<file path="src/design/protobuf_sensor_reading_parser_unit_defines.svh">
// assertion macros shared by the parser unit rtl
// no dependencies; define ASSERT_OFF to drop every check
`ifndef PROTOBUF_SENSOR_READING_PARSER_UNIT_DEFINES_SVH
`define PROTOBUF_SENSOR_READING_PARSER_UNIT_DEFINES_SVH

`ifndef ASSERT_OFF
// check at every clock edge, reset included
`define PBSR_ASSERT(label, clk, prop, msg) \
    label: assert property (@(posedge clk) prop) else $error(msg);
// check outside of reset only
`define PBSR_ASSERT_RST(label, clk, rst_n, prop, msg) \
    label: assert property (@(posedge clk) disable iff (!rst_n) prop) else $error(msg);
`else
`define PBSR_ASSERT(label, clk, prop, msg)
`define PBSR_ASSERT_RST(label, clk, rst_n, prop, msg)
`endif

`endif

</file>
<file path="src/design/pbsr_pkg.sv">
// shared types and wire-format constants of the sensor reading parser
// no dependencies
package pbsr_pkg;

    // wire format
    localparam int          FAT_W           = 35;
    localparam logic [3:0]  VARINT_LAST_IDX = 4'd9;
    localparam logic [3:0]  FIXED_BYTES     = 4'd4;
    localparam logic [2:0]  WT_VARINT       = 3'd0;
    localparam logic [2:0]  WT_LEN          = 3'd2;
    localparam logic [2:0]  WT_FIXED32      = 3'd5;

    // field numbers
    localparam logic [31:0] FIELD_READING   = 32'd2;
    localparam logic [31:0] FIELD_CHANNEL   = 32'd1;
    localparam logic [31:0] FIELD_RAW       = 32'd2;
    localparam logic [31:0] FIELD_CAL       = 32'd3;

    // input commands
    localparam logic        CMD_BYTE        = 1'b0;
    localparam logic        CMD_READ        = 1'b1;

    // reading offered by the parser for the cache
    typedef struct packed {
        logic        en;
        logic [7:0]  channel;
        logic [31:0] raw;
        logic [31:0] cal;
    } t_commit;

endpackage

</file>
<file path="src/design/protobuf_sensor_reading_parser_unit.sv">
// Sensor reading parser: walks a protobuf message one byte a beat and keeps the last
// reading of every channel in a cache ram; a read beat returns one cache entry. Every
// beat, byte or read, gives exactly one result beat, and a new beat is taken in every
// cycle as long as the output register is free or being emptied, so the sustained rate
// is one beat per cycle. A result appears in the cycle after its beat is accepted, from the
// result register and the registered cache ram read. Cache valid bits live in flip-flops and
// clear at reset, so the block is ready straight out of reset with no clearing pass.
// depends on pbsr_pkg, pbsr_parser, pbsr_ram and the assertion macro header
`include "protobuf_sensor_reading_parser_unit_defines.svh"

module protobuf_sensor_reading_parser_unit #(
    parameter int CHANNELS    = 4,
    parameter int LENGTH_BITS = 16
) (
    input  logic        i_clk,
    input  logic        i_rst_n,
    input  logic        i_in_valid,
    output logic        o_in_ready,
    input  logic        i_command,
    input  logic [7:0]  i_data_byte,
    input  logic        i_last_byte,
    input  logic [7:0]  i_read_channel,
    output logic        o_out_valid,
    input  logic        i_out_ready,
    output logic        o_updated,
    output logic [7:0]  o_channel_number,
    output logic [31:0] o_raw_reading,
    output logic [31:0] o_calibrated_bits,
    output logic        o_message_done,
    output logic [31:0] o_message_count,
    output logic        o_bad_channel
);

    localparam int CH_W = (CHANNELS > 1) ? $clog2(CHANNELS) : 1;

    pbsr_pkg::t_commit commit;
    logic              msg_done;
    logic [31:0]       msg_count;
    logic              in_acc;
    logic              step;
    logic              rd;
    logic              rd_in_range;
    logic [CH_W-1:0]   rd_idx;
    logic              upd;
    logic [CH_W-1:0]   wr_idx;
    logic              ram_we;
    logic              ram_re;
    logic [63:0]       ram_q;

    logic              r_out_valid;
    logic              r_written [CHANNELS];
    logic              r_upd;
    logic [7:0]        r_ch;
    logic [31:0]       r_raw;
    logic [31:0]       r_cal;
    logic              r_done;
    logic [31:0]       r_count;
    logic              r_bad;
    logic              r_hit;

    // input handshake
    assign o_in_ready = !r_out_valid || i_out_ready;
    assign in_acc     = i_in_valid && o_in_ready;
    assign step       = in_acc && (i_command == pbsr_pkg::CMD_BYTE);
    assign rd         = in_acc && (i_command == pbsr_pkg::CMD_READ);

    pbsr_parser #(
        .LENGTH_BITS (LENGTH_BITS)
    ) u_parser (
        .i_clk       (i_clk),
        .i_rst_n     (i_rst_n),
        .i_step      (step),
        .i_data_byte (i_data_byte),
        .i_last_byte (i_last_byte),
        .o_commit    (commit),
        .o_msg_done  (msg_done),
        .o_msg_count (msg_count)
    );

    // cache addressing
    assign rd_in_range = ({1'b0, i_read_channel} < 9'(CHANNELS));
    assign rd_idx      = i_read_channel[CH_W-1:0];
    assign upd         = commit.en && ({1'b0, commit.channel} < 9'(CHANNELS));
    assign wr_idx      = commit.channel[CH_W-1:0];
    assign ram_we      = step && upd;
    assign ram_re      = rd && rd_in_range;

    pbsr_ram #(
        .WIDTH (64),
        .DEPTH (CHANNELS)
    ) u_cache (
        .i_clk   (i_clk),
        .i_we    (ram_we),
        .i_waddr (wr_idx),
        .i_wdata ({commit.raw, commit.cal}),
        .i_re    (ram_re),
        .i_raddr (rd_idx),
        .o_rdata (ram_q)
    );

    // control state: output valid and cache valid bits
    always_ff @(posedge i_clk) begin
        if (!i_rst_n) begin
            r_out_valid <= 1'b0;
            for (int i = 0; i < CHANNELS; i++) begin
                r_written[i] <= 1'b0;
            end
        end else begin
            if (in_acc) begin
                r_out_valid <= 1'b1;
            end else if (i_out_ready) begin
                r_out_valid <= 1'b0;
            end
            if (ram_we) begin
                r_written[wr_idx] <= 1'b1;
            end
        end
    end

    // result register; ram read data arrives alongside it from the registered read port
    always_ff @(posedge i_clk) begin
        if (in_acc) begin
            r_upd   <= ram_we;
            r_done  <= msg_done;
            r_count <= msg_count;
            r_bad   <= rd && !rd_in_range;
            r_hit   <= rd && rd_in_range && r_written[rd_idx];
            r_raw   <= ram_we ? commit.raw : 32'd0;
            r_cal   <= ram_we ? commit.cal : 32'd0;
            if (ram_we) begin
                r_ch <= commit.channel;
            end else if (rd && rd_in_range && r_written[rd_idx]) begin
                r_ch <= i_read_channel;
            end else begin
                r_ch <= 8'd0;
            end
        end
    end

    assign o_out_valid       = r_out_valid;
    assign o_updated         = r_upd;
    assign o_channel_number  = r_ch;
    assign o_raw_reading     = r_hit ? ram_q[63:32] : r_raw;
    assign o_calibrated_bits = r_hit ? ram_q[31:0] : r_cal;
    assign o_message_done    = r_done;
    assign o_message_count   = r_count;
    assign o_bad_channel     = r_bad;

    // checks
    `PBSR_ASSERT(a_no_read_write_overlap, i_clk, !(ram_we && ram_re),
        "cache read and write in one beat")
    `PBSR_ASSERT_RST(a_commit_marks_valid, i_clk, i_rst_n,
        (ram_we && i_rst_n) |=> r_written[$past(wr_idx)], "commit did not set valid bit")
    `PBSR_ASSERT_RST(a_read_result_clean, i_clk, i_rst_n,
        (o_out_valid && r_hit) |-> (!o_updated && !o_bad_channel && !o_message_done),
        "read hit mixed with byte result")
    `PBSR_ASSERT_RST(a_last_gives_done, i_clk, i_rst_n,
        (step && i_last_byte && i_rst_n) |=> (o_out_valid && o_message_done),
        "message end not reported")

endmodule

</file>
<file path="src/design/pbsr_ram.sv">
// generic single-write, single-read ram with registered read data
// no dependencies
module pbsr_ram #(
    parameter int WIDTH = 64,
    parameter int DEPTH = 4
) (
    input  logic                                  i_clk,
    input  logic                                  i_we,
    input  logic [(DEPTH > 1 ? $clog2(DEPTH) : 1)-1:0] i_waddr,
    input  logic [WIDTH-1:0]                      i_wdata,
    input  logic                                  i_re,
    input  logic [(DEPTH > 1 ? $clog2(DEPTH) : 1)-1:0] i_raddr,
    output logic [WIDTH-1:0]                      o_rdata
);

    logic [WIDTH-1:0] r_mem [DEPTH];
    logic [WIDTH-1:0] r_rdata;

    // write port
    always_ff @(posedge i_clk) begin
        if (i_we) begin
            r_mem[i_waddr] <= i_wdata;
        end
    end

    // read port, data held until the next read
    always_ff @(posedge i_clk) begin
        if (i_re) begin
            r_rdata <= r_mem[i_raddr];
        end
    end

    assign o_rdata = r_rdata;

endmodule

</file>
<file path="src/design/pbsr_parser.sv">
// byte-wise wire-format walker: outer message, reading sub-message, staging
// depends on pbsr_pkg
module pbsr_parser #(
    parameter int LENGTH_BITS = 16
) (
    input  logic                i_clk,
    input  logic                i_rst_n,
    input  logic                i_step,
    input  logic [7:0]          i_data_byte,
    input  logic                i_last_byte,
    output pbsr_pkg::t_commit   o_commit,
    output logic                o_msg_done,
    output logic [31:0]         o_msg_count
);

    localparam int LB = LENGTH_BITS;
    localparam int FW = pbsr_pkg::FAT_W;

    typedef enum logic [2:0] {
        M_TAG, M_VARINT, M_LEN, M_SKIP, M_FIXED, M_SUB, M_HALT
    } t_mode;

    t_mode          r_outer, n_outer;
    t_mode          r_inner, n_inner;
    logic [FW-1:0]  r_vval, n_vval;
    logic           r_vhigh, n_vhigh;
    logic [3:0]     r_vcnt, n_vcnt;
    logic [FW-1:0]  r_fat, n_fat;
    logic [LB-1:0]  r_skip, n_skip;
    logic [LB-1:0]  r_sub, n_sub;
    logic [31:0]    r_fixed, n_fixed;
    logic [7:0]     r_st_ch, n_st_ch;
    logic [31:0]    r_st_raw, n_st_raw;
    logic [31:0]    r_st_cal, n_st_cal;
    logic [31:0]    r_count, n_count;

    logic [6:0]     v_shamt;
    logic [FW-1:0]  acc_val;
    logic           acc_high;
    logic           acc_zero;
    logic           v_done;
    logic           v_err;
    logic           len_big;
    logic           inner_ge;
    logic [LB-1:0]  sub_dec;
    logic [LB-1:0]  skip_dec;
    logic [31:0]    fx;
    logic [3:0]     fx_cnt;
    logic [31:0]    field;
    logic           use_var;
    logic           sub_end;
    logic           commit_req;

    // varint accumulation: low 35 bits kept, anything above folds to a sticky flag
    assign v_shamt  = {3'b000, r_vcnt} * 7'd7;
    assign acc_val  = r_vval | (FW'(i_data_byte[6:0]) << v_shamt);
    assign acc_high = r_vhigh
                    | ((r_vcnt >= 4'd5) && (r_vcnt <= 4'd8) && (i_data_byte[6:0] != 7'd0))
                    | ((r_vcnt == pbsr_pkg::VARINT_LAST_IDX) && i_data_byte[0]);
    assign acc_zero = !acc_high && (acc_val == '0);
    assign v_done   = !i_data_byte[7];
    assign v_err    = i_data_byte[7] && (r_vcnt == pbsr_pkg::VARINT_LAST_IDX);

    // length checks
    assign len_big  = acc_high || ((acc_val >> LB) != '0);
    assign sub_dec  = (r_sub != '0) ? r_sub - LB'(1) : '0;
    assign inner_ge = len_big || (acc_val[LB-1:0] >= sub_dec);
    assign skip_dec = (r_skip != '0) ? r_skip - LB'(1) : '0;
    assign field    = r_fat[FW-1:3];
    assign fx       = {i_data_byte, r_fixed[31:8]};
    assign fx_cnt   = r_vcnt + 4'd1;

    // next-state logic for one payload byte
    always_comb begin
        n_outer    = r_outer;
        n_inner    = r_inner;
        n_vval     = r_vval;
        n_vhigh    = r_vhigh;
        n_vcnt     = r_vcnt;
        n_fat      = r_fat;
        n_skip     = r_skip;
        n_sub      = r_sub;
        n_fixed    = r_fixed;
        n_st_ch    = r_st_ch;
        n_st_raw   = r_st_raw;
        n_st_cal   = r_st_cal;
        n_count    = r_count;
        use_var    = 1'b0;
        sub_end    = 1'b0;
        commit_req = 1'b0;

        if (i_step) begin
            unique case (r_outer)
                M_TAG: begin
                    use_var = 1'b1;
                    if (v_err) begin
                        n_outer = M_HALT;
                    end else if (v_done) begin
                        n_fat = acc_val;
                        case (acc_val[2:0])
                            pbsr_pkg::WT_VARINT: n_outer = M_VARINT;
                            pbsr_pkg::WT_LEN:    n_outer = M_LEN;
                            pbsr_pkg::WT_FIXED32: begin
                                n_skip  = LB'(pbsr_pkg::FIXED_BYTES);
                                n_outer = M_SKIP;
                            end
                            default:             n_outer = M_HALT;
                        endcase
                    end
                end
                M_VARINT: begin
                    use_var = 1'b1;
                    if (v_err) begin
                        n_outer = M_HALT;
                    end else if (v_done) begin
                        n_outer = M_TAG;
                    end
                end
                M_LEN: begin
                    use_var = 1'b1;
                    if (v_err) begin
                        n_outer = M_HALT;
                    end else if (v_done) begin
                        if (len_big) begin
                            n_outer = M_HALT;
                        end else if (field == pbsr_pkg::FIELD_READING) begin
                            n_st_ch  = '0;
                            n_st_raw = '0;
                            n_st_cal = '0;
                            if (acc_zero) begin
                                commit_req = 1'b1;
                                n_outer    = M_TAG;
                            end else begin
                                n_sub   = acc_val[LB-1:0];
                                n_inner = M_TAG;
                                n_outer = M_SUB;
                            end
                        end else if (acc_zero) begin
                            n_outer = M_TAG;
                        end else begin
                            n_skip  = acc_val[LB-1:0];
                            n_outer = M_SKIP;
                        end
                    end
                end
                M_SKIP: begin
                    n_skip = skip_dec;
                    if (skip_dec == '0) begin
                        n_outer = M_TAG;
                    end
                end
                M_SUB: begin
                    n_sub = sub_dec;
                    // reading sub-message walker
                    unique case (r_inner)
                        M_TAG: begin
                            use_var = 1'b1;
                            if (v_err) begin
                                n_inner = M_HALT;
                            end else if (v_done) begin
                                n_fat = acc_val;
                                case (acc_val[2:0])
                                    pbsr_pkg::WT_VARINT: n_inner = M_VARINT;
                                    pbsr_pkg::WT_LEN:    n_inner = M_LEN;
                                    pbsr_pkg::WT_FIXED32: begin
                                        n_fixed = '0;
                                        n_inner = M_FIXED;
                                    end
                                    default:             n_inner = M_HALT;
                                endcase
                            end
                        end
                        M_VARINT: begin
                            use_var = 1'b1;
                            if (v_err) begin
                                n_inner = M_HALT;
                            end else if (v_done) begin
                                if (field == pbsr_pkg::FIELD_CHANNEL) begin
                                    n_st_ch = acc_val[7:0];
                                end else if (field == pbsr_pkg::FIELD_RAW) begin
                                    n_st_raw = acc_val[31:0];
                                end
                                n_inner = M_TAG;
                            end
                        end
                        M_LEN: begin
                            use_var = 1'b1;
                            if (v_err) begin
                                n_inner = M_HALT;
                            end else if (v_done) begin
                                if (acc_zero) begin
                                    n_inner = M_TAG;
                                end else if (inner_ge) begin
                                    n_inner = M_HALT;
                                end else begin
                                    n_skip  = acc_val[LB-1:0];
                                    n_inner = M_SKIP;
                                end
                            end
                        end
                        M_SKIP: begin
                            n_skip = skip_dec;
                            if (skip_dec == '0) begin
                                n_inner = M_TAG;
                            end
                        end
                        M_FIXED: begin
                            // little-endian float bits, byte counter shares the varint count
                            n_fixed = fx;
                            if (fx_cnt >= pbsr_pkg::FIXED_BYTES) begin
                                n_vcnt = '0;
                                if (field == pbsr_pkg::FIELD_CAL) begin
                                    n_st_cal = fx;
                                end
                                n_inner = M_TAG;
                            end else begin
                                n_vcnt = fx_cnt;
                            end
                        end
                        default: begin
                        end
                    endcase
                    if (sub_dec == '0) begin
                        sub_end    = 1'b1;
                        commit_req = 1'b1;
                    end
                end
                default: begin
                end
            endcase

            // varint register update
            if (use_var) begin
                if (v_done || v_err) begin
                    n_vval  = '0;
                    n_vhigh = 1'b0;
                    n_vcnt  = '0;
                end else begin
                    n_vval  = acc_val;
                    n_vhigh = acc_high;
                    n_vcnt  = fx_cnt;
                end
            end

            // sub-message end returns both walkers to tag
            if (sub_end) begin
                n_vval  = '0;
                n_vhigh = 1'b0;
                n_vcnt  = '0;
                n_skip  = '0;
                n_inner = M_TAG;
                n_outer = M_TAG;
            end
        end

        // staged reading as seen after this byte
        o_commit.en      = commit_req;
        o_commit.channel = n_st_ch;
        o_commit.raw     = n_st_raw;
        o_commit.cal     = n_st_cal;

        // message end clears every parse register
        if (i_step && i_last_byte) begin
            n_outer  = M_TAG;
            n_inner  = M_TAG;
            n_vval   = '0;
            n_vhigh  = 1'b0;
            n_vcnt   = '0;
            n_fat    = '0;
            n_skip   = '0;
            n_sub    = '0;
            n_fixed  = '0;
            n_st_ch  = '0;
            n_st_raw = '0;
            n_st_cal = '0;
            n_count  = r_count + 32'd1;
        end
    end

    assign o_msg_done  = i_step && i_last_byte;
    assign o_msg_count = n_count;

    // parse state
    always_ff @(posedge i_clk) begin
        if (!i_rst_n) begin
            r_outer  <= M_TAG;
            r_inner  <= M_TAG;
            r_vval   <= '0;
            r_vhigh  <= 1'b0;
            r_vcnt   <= '0;
            r_fat    <= '0;
            r_skip   <= '0;
            r_sub    <= '0;
            r_fixed  <= '0;
            r_st_ch  <= '0;
            r_st_raw <= '0;
            r_st_cal <= '0;
            r_count  <= '0;
        end else begin
            r_outer  <= n_outer;
            r_inner  <= n_inner;
            r_vval   <= n_vval;
            r_vhigh  <= n_vhigh;
            r_vcnt   <= n_vcnt;
            r_fat    <= n_fat;
            r_skip   <= n_skip;
            r_sub    <= n_sub;
            r_fixed  <= n_fixed;
            r_st_ch  <= n_st_ch;
            r_st_raw <= n_st_raw;
            r_st_cal <= n_st_cal;
            r_count  <= n_count;
        end
    end

endmodule

</file>
<file path="config.mk">
export PLATFORM = sky130hd
export DESIGN_NAME = protobuf_sensor_reading_parser_unit
export DESIGN_NICKNAME = d
export VERILOG_FILES = /design/src/design/pbsr_pkg.sv /design/src/design/protobuf_sensor_reading_parser_unit.sv /design/src/design/pbsr_ram.sv /design/src/design/pbsr_parser.sv
export VERILOG_INCLUDE_DIRS = /design/src /design/src/design
export SDC_FILE = /design/constraint.sdc
export NUM_CORES = 1
export LEC_CHECK = 0
export ABC_AREA = 1
export ABC_CLOCK_PERIOD_IN_PS = 11500
export BUFFER_PORTS_ARGS = -buffer_cell sky130_fd_sc_hd__buf_2
export CORE_MARGIN = 8
export CORE_UTILIZATION = 48
export CTS_BUF_LIST = sky130_fd_sc_hd__clkbuf_2
export CTS_CLUSTER_SIZE = 8
export DETAILED_ROUTE_END_ITERATION = 16
export PLACE_DENSITY_LB_ADDON = 0.25
export RECOVER_POWER = 25
export SKIP_LAST_GASP = 1
export SLEW_MARGIN = 20
export SYNTH_ARGS = -nofsm -noshare
export SYNTH_HDL_FRONTEND = slang
export SYNTH_HIERARCHICAL = 1
export SYNTH_SLANG_ARGS = --single-unit
export TNS_END_PERCENT = 5
</file>
<file path="constraint.sdc">
create_clock -name i_clk -period 11.5 [get_ports i_clk]
set_clock_uncertainty 0.05 [all_clocks]
set_input_delay 3.45 -clock i_clk [delete_from_list [all_inputs] [get_ports i_clk]]
set_output_delay 3.45 -clock i_clk [all_outputs]
set_load 0.01 [all_outputs]
</file>
# After elaboration in Yosys (flattened, before gate mapping)

Memory sizes are Yosys's and may differ from the RTL's. A register that Yosys moved wholly into a read port is not among the register bits.
Index checks and enable logic that the tools add are counted.

Add/subtract/negate cells: 4
Multiply operators: 1
Div/mod/pow operators: 0
$lt $le $gt $ge: 6
Equal/unequal tests: 47
Shifts and indexed selects: 1
Multiplexer cells: 130
Bitwise operators: 5
Reductions and logical operators: 54

Operators with widths:

| cell                    | count |
|---|---|
| $mux W32                | 24 |
| $mux W16                | 19 |
| $mux W35                | 6 |
| $pmux W32 S2            | 3 |
| $mux W8                 | 11 |
| $mux W3                 | 24 |
| $pmux W35 S2            | 1 |
| $eq A32 B2 Y1 const B   | 2 |
| $pmux W16 S2            | 2 |
| $pmux W16 S4            | 1 |
| $logic_not A35 Y1       | 1 |
| $or A35 B35 Y35         | 1 |
| $reduce_bool A35 Y1     | 1 |
| $shl A7 B7 Y35          | 1 |
| $add A32 B1 Y32 const B | 1 |
| $eq A32 B1 Y1 const B   | 1 |
| $logic_not A16 Y1       | 2 |
| $reduce_bool A16 Y1     | 2 |
| $sub A16 B1 Y16 const B | 2 |
| $mux W4                 | 6 |
| $mux W1                 | 23 |
| $ne A4 B2 Y1 const B    | 5 |
| $pmux W3 S3             | 2 |
| $ge A16 B16 Y1          | 1 |
| 43 further kinds        | 106 |

Register bits after elaboration: 358
Latch bits: 0
Bits in writable memories: 260
Memory bits (read-only): 0
Input bits: 22
Output and inout bits: 109
Word-level logic and storage cells: 272
Memories: 2

Memories:

| memory        | depth | bits a word | read ports | clocked after memory_dff | wr ports | line                                      | source |
|---|---|---|---|---|---|---|---|
| u_cache.r_mem | 4     | 64          | 1          | 1                        | 1        | pbsr_ram.sv:16                            | `logic [WIDTH-1:0] r_mem [DEPTH];` |
| r_written     | 4     | 1           | 1          | 0                        | 4        | protobuf_sensor_reading_parser_unit.sv:51 | `logic r_written [CHANNELS];` |

# Depth between registers and ports, before layout

Gate-level depths: netlist (run 1).

Depth after elaboration: 21
Gate-level depth with buffers: 24
Gate-level depth less buffers: 23

# Hierarchy

Netlist (run 1), hierarchy kept.

Modules (own cells, without submodules):

| module                              | times used | cells an instance | area each (sq um) | sequential area each (sq um) |
|---|---|---|---|---|
| pbsr_parser                         | 1          | 2229              | 14129.8           | 4764.6 |
| pbsr_ram                            | 1          | 1074              | 12683.4           | 9609.2 |
| protobuf_sensor_reading_parser_unit | 1          | 389               | 5298.8            | 3353.2 |

# Least setup slack after synthesis (run 1)

Ideal clock, no wire load.

Path kind: in2reg
Start: input i_data_byte[2]
End: memory u_cache.r_mem[2][0], enable pin
Library setup time: 0.565 ns
Data arrival time: 9.772 ns
Data required time: 10.885 ns
Setup slack: 1.113 ns
Stages on the path: 21
Buffers on the path: 1
Path through: inv_1 -> nor2_1 -> nand2_1 -> o21bai_1 -> nor2_1 -> nand2_1 -> nor2_1 -> nand3_2 -> nor2_4 -> o21ai_2 -> o21bai_1 -> nand2_1 -> nand2_1 -> nor2_1 -> nand2_1 -> nor2_1 -> nand2_2 -> buf_6 -> inv_1 -> inv_1 -> nor3_1

RTL lines:

| item            | line                                      | source |
|---|---|---|
| start, declared | protobuf_sensor_reading_parser_unit.sv:20 | `input logic [7:0] i_data_byte,` |
| end, declared   | pbsr_ram.sv:16                            |  |

# Final worst setup path (run 1)

Start: input i_read_channel[0]
End: register u_cache.r_rdata[49], in the netlist u_cache/o_rdata[49], read port of u_cache.r_mem, data pin

Longest elaborated chain between the ends: 2

RTL lines:

| item                | line                                      | source |
|---|---|---|
| start, declared     | protobuf_sensor_reading_parser_unit.sv:22 | `input logic [7:0] i_read_channel,` |
| $lt A8 B3 Y1        | protobuf_sensor_reading_parser_unit.sv:81 | `assign rd_in_range = ({1'b0, i_read_channel} < 9'(CHANNELS));` |
| $logic_and A1 B1 Y1 | protobuf_sensor_reading_parser_unit.sv:86 | `assign ram_re = rd && rd_in_range;` |
| end, declared       | pbsr_ram.sv:17                            | `logic [WIDTH-1:0] r_rdata;` |

Parallel ways exist; a longest one is shown, timed or not.
A chain may end at the register's enable or synchronous reset.

==> results.cfg, run 1 <==
[worst_setup_path]
critPathBufInv = 3
crit_type = input port to flop
crit_required_ns = 12.60
critical_path.top_delay_family = buffers and inverters
cp_common_cell = nand2_1
end_kind = flop
crit_fanout = 90
path_depth = 6
ff2ff_setup_slack_ns = 5.10
rr_worst_depth = 18
crit_end = u_cache/o_rdata[49]
r2r_end = u_cache/r_mem[3][39]
crit_start = i_read_channel[0]
cp_data_arrival_time_ns = 9.68
start_kind = input port
crit_chain = clkbuf_1 > clkinvlp_2 > buf_4 > nand2_1 > nand3_1 > nand2_1
reg2reg_from = o_out_valid
max_stage_delay_ns = 2.56
slowest_stage = clkinvlp_2

[worst_hold_path]
hold_path_class = flop to flop

[power]
ir_drop_uv = 80.5
internal_power_mw = 3.36
p_clk_frac = 0.333
p_comb_frac = 0.118
pwr-share-seq = 0.549
switching_power_mw = 1.38
power_density_nw_per_um2 = 136
p_sw_frac = 0.291
leakage_nw = 15.1

[global_route]
use_met1 = 0.293
grt_max_degree = 103
first_global_vias = 23627
use_met3 = 0.0433
grt_overflow = 0
grt_pass1_wl_mm = 129
grt_antenna_before_repair = 5
track_usage = 0.217
busiest_layer = met2
grt_use_met2 = 0.345

[yosys]
synth_area_per_cell_um2 = 8.70
synth_top_area_cell = edfxtp_1
ys_types = 53
synth_cells = 3692
yosys.area.top_type_share = 0.401
ys.warnings.count = 6
seq_area_frac_synth = 0.552
synthTopCellsByArea = edfxtp_1 (40%), dfxtp_1 (15%), nand2_1 (11%)
synth_seq_cells = 671
syn_area_um2 = 32100

[placement]
portBuffers = 130
gp_congestion = 0.923
dpl.hpwl_mm = 52.4

[drt]
first_pass_iters = 6
ant_nets = 0
drc = 0
vias = 24803
post_drt_wl_per_cell_um = 16.9
viasPerCell = 5.09
drtIter0Drc = 2176
wirelength_mm = 82.3

[finish]
final_cell_mix = nand2_1 (928), inv_1 (611), edfxtp_1 (429), nor2_1 (310), nand3_1 (248)
nNetsFinal = 3912
nFillCells = 6257
syn_to_final_growth_pct = 8.21
drive_gt1_frac = 0.155
mostFrequentLayoutCell = nand2_1

[die]
boundaryPins = 131
std_cell_rows = 95
core_area_um2 = 66700
die_area_um2 = 75400
die_h_um = 275
die_w_um = 275
initial_utilization = 0.482

[clock_network]
postCtsSetupBuffers = 0
clkLatencyLatePin_ns = 1.34
cts_sinks = 671
htreeDepth = 4
cts_root_buf = clkbuf_2
numCtsBuffers = 167
post_cts_resized = 0
clkTransAtPathRegs_ns = 0.09
cts_hold_buf = 0
clk_path_buf_depth = 3
cts_tree = built

[sta]
tightest_slew_ns = 4.38
rsz0062_at_grt = false
period_share = 0.746
setup_violations = 0
maxClockFrequency_mhz = 117
maxSlewHeadroom = -1.92
hold_viol = 0
slew_viol_final = 355
hold_slack_ns = 0.395
setup-tns-final_ns = 0
finalCriticalPeriod_ns = 8.58

[run_status]
violations = max-capacitance violations, max-slew violations
outcome = finished, violations left

[flow_run]
drv_cap = 7
-- tightest hold or removal path, delay by kind of cell, from the launching register on --
kind          cells  cell delay, ns
flops             1            0.32
simple gates      2            0.09
-- final cells by class --
class	count	area (um2)	share of cell area
clock buffers	239	1200	0.0344
flip-flops and latches	671	17700	0.510
clock inverters	59	317	0.00911
well taps	873	1090	0.0314
diodes	8	20.0	0.000576
repair buffers	161	870	0.0250
multi-input cells	2236	11200	0.321
inverters	628	2360	0.0680
-- cells in the mapped netlist (all sizes together) --
library cell and count:
a21oi 154, conb 1, buf 91, inv 626, o21ai 150, clkinv 2
xnor2 7, nand3 262, clkbuf 71, nor2 382, a32o 1, or2 8
o22ai 42, edfxtp 429, o211ai 5, a21boi 1, o21a 1, o21bai 10
nor4 5, xor2 14, nand3b 3, nand2 947, a31oi 18, nor3 59
o32ai 25, a211oi 1, nand4 36, ha 25, dfxtp 242, mux2 64
and2 10
-- worst min path at each step --
stage	from	end	slack [ns]	depth (start not counted)
floorplan	r_written[0]	r_written[0]	0.37	2
global placement	r_written[1]	r_written[1]	0.38	2
detailed placement	r_written[0]	r_written[0]	0.38	2
CTS	r_written[0]	r_written[0]	0.40	2
global route	u_parser/r_fat[13]	u_parser/r_fat[13]	0.43	2
finish	r_written[0]	r_written[0]	0.40	2
-- routing by layer --
| metal | share of wire | vias to the layer above |
|---|---|---|
| met5 | 0 | - |
| met4 | 0.023 | 0 |
| li1 | - | 12320 |
| met2 | 0.46 | 824 |
| met1 | 0.44 | 11520 |
| met3 | 0.069 | 139 |
-- power groups by stage --
stage	combinational [mW]	sequential, mW	clock (mW)
after floorplan	0.396	2.65	0
after global placement	0.550	2.65	0
after detailed placement	0.552	2.65	0
after CTS	0.555	2.60	1.64
after global routing	0.623	2.60	1.76
final	0.559	2.60	1.58
-- registers in the layout (all words and copies together) (netlist names), 16 cells and up --
signal	count
u_parser/r_vval	35
u_parser/r_st_raw	32
u_cache/o_rdata	64
r_cal	32
u_parser/r_skip	16
u_parser/r_fixed	24
u_cache/r_mem	256
u_parser/r_fat	32
u_parser/r_sub	16
u_parser/r_count	32
r_raw	32
o_message_count	32
u_parser/r_st_cal	32
-- cells by family (layout without fill, tap and decap cells) --
group,Yosys count,count (layout),synth area share
other,1,14,0.000117
muxes,64,64,0.0224
DFF,671,671,0.552
buffers and inverters,790,1087,0.102
AOI/OAI and AO/OA,408,408,0.0724
xor gates and xnor gates,21,21,0.00573
adders and majority gates,25,25,0.00974
and+or+nand+nor,1712,1712,0.236
-- per-stage QoR --
step                      cells  setup WS, ns  utilization  area [um2]  power (mW)
after floorplan            3697          1.11            -       32100        3.05
after global placement     4569          3.65        0.499       33300        3.20
after detailed placement   4569          3.52        0.499       33300        3.20
after CTS                  4867          4.19        0.521       34800        4.80
after global routing       4870          2.67        0.521       34700        4.99
final                      4875          2.92        0.521       34700        4.73
Note: power is estimated with default switching activity, not from simulation.
==> inputs of run 2 (changes only) <==
- ABC_CLOCK_PERIOD_IN_PS: 11500 -> 7600
- clock period: 11.5 -> 7.6 ns (I/O delays scaled with it)
==> run 2 against run 1 <==
  * The run still ends with max-capacitance violations, max-slew violations left
  * Clock power grew 55%
  * Flip-flop and latch count is the same
  * Highest routed layer is now met5
  * Sequential power grew 51%
  * Global-route usage shrank 0.10 points
  * Via count grew 0.40%
==> results.cfg, run 2 (synthesized netlist as in run 1, its figures left out) <==
[global_route]
grt_pass1_wl_mm = 128
track_usage = 0.216
grt_overflow = 0
grt_max_degree = 103
grt_antenna_before_repair = 9
first_global_vias = 23574

[worst_setup_path]
crit_required_ns = 8.80
crit_type = input port to flop
start_kind = input port
end_kind = flop
cp_data_arrival_time_ns = 7.11
crit_fanout = 102

[sta]
finalCriticalPeriod_ns = 5.91
maxClockFrequency_mhz = 169
rsz0062_at_grt = false
period_share = 0.778
hold_viol = 0
maxSlewHeadroom = -1.24
setup_violations = 0
setup_ws_ns = 1.69
setup-tns-final_ns = 0
tightest_slew_ns = 3.34
hold_slack_ns = 0.398
slew_viol_final = 447

[die]
boundaryPins = 131
die_area_um2 = 75400
core_area_um2 = 66700
initial_utilization = 0.482
die_h_um = 275
std_cell_rows = 95
die_w_um = 275

[clock_network]
cts_root_buf = clkbuf_2
clkTransAtPathRegs_ns = 0.10
postCtsSetupBuffers = 0
cts_hold_buf = 0
cts_tree = built
clk_path_buf_depth = 3
clkLatencyLatePin_ns = 1.35
numCtsBuffers = 171
post_cts_resized = 0
cts_sinks = 671
htreeDepth = 4

[power]
power_density_nw_per_um2 = 207
leakage_nw = 15.2
ir_drop_uv = 121
p_total_mw = 7.22

[finish]
mostFrequentLayoutCell = nand2_1
syn_to_final_growth_pct = 8.79
regMostFlops = u_cache/r_mem
largest_reg_flops = 256
nNetsFinal = 3932
drive_gt1_frac = 0.162
final_cell_mix = nand2_1 (928), inv_1 (611), edfxtp_1 (429), nor2_1 (310), clkbuf_2 (258)

[placement]
gp_congestion = 0.923
portBuffers = 130
dpl.hpwl_mm = 53.6
place_ws_ns = 1.26

[drt]
vias = 24902
viasPerCell = 5.08
drtIter0Drc = 1946
wirelength_mm = 82.2
drc = 0
first_pass_iters = 6
post_drt_wl_per_cell_um = 16.8
ant_nets = 0

[run_status]
outcome = finished, violations left
violations = max-capacitance violations, max-slew violations

[flow_run]
drv_cap = 9

[worst_hold_path]
hold_path_class = flop to flop
-- run 2: cell count changes in the layout (fill, tap and decap cells not counted), sizes merged --
cell,before,now
buf,156,170
clkbuf,244,263
clkinv,52,47
inv,628,629
diode,8,5
-- run 2: area by class of cell --
type,count,area [um2]
fill,6213,31700
sequential,671,17700
multi-input combinational,2236,11200
inverter,628,2360
clock buffer,256,1280
tap,873,1090
timing repair buffer,177,1000
clock inverter,55,298
antenna,5,12.5
-- run 2: per-stage QoR --
stage	instances	cell area, um2	utilization
final	4901	34900	0.524
after global routing	4900	34900	0.524
after CTS	4895	35000	0.524
after detailed placement	4584	33400	0.501
after global placement	4584	33400	0.501
after floorplan	3697	32100	-
-- run 2: critical path: stages --
cell	delay, ns
buf_2	0.09
inv_1	0.04
nand2_1	0.08
nand3_1	0.19
inv_1	0.12
clkbuf_1	0.76
nand2_1	0.42
inv_1	0.15
nor2_1	1.35
buf_4	1.03
o21ai_0	0.34
a21oi_1	0.20
-- run 2: routing by layer --
| metal | wire length, um | vias to the layer above | share of wire | global-route usage |
|---|---|---|---|---|
| met4 | 2010 | 10 | 0.024 | 0.0789 |
| li1 | - | 12376 | - | - |
| met3 | 7040 | 159 | 0.086 | 0.0593 |
| met1 | 35700 | 11493 | 0.43 | 0.285 |
| met2 | 37300 | 864 | 0.45 | 0.338 |
| met5 | 69 | - | 0.00084 | 0 |
-- run 2: final timing paths --
check,from,end,slack (ns),depth (start not counted)
max reg2reg,u_parser/r_vcnt[0],r_cal[30],2.11,13
max,i_out_ready,u_parser/r_fat[25],1.69,12
min,r_written[2],r_written[2],0.40,2
min reg2reg,r_written[2],r_written[2],0.40,2
-- run 2: where the power goes --
group	total, mW	switching [mW]	internal, mW
Combinational	0.844	0.586	0.258
Clock	2.45	1.47	0.977
Sequential	3.93	0.0273	3.90
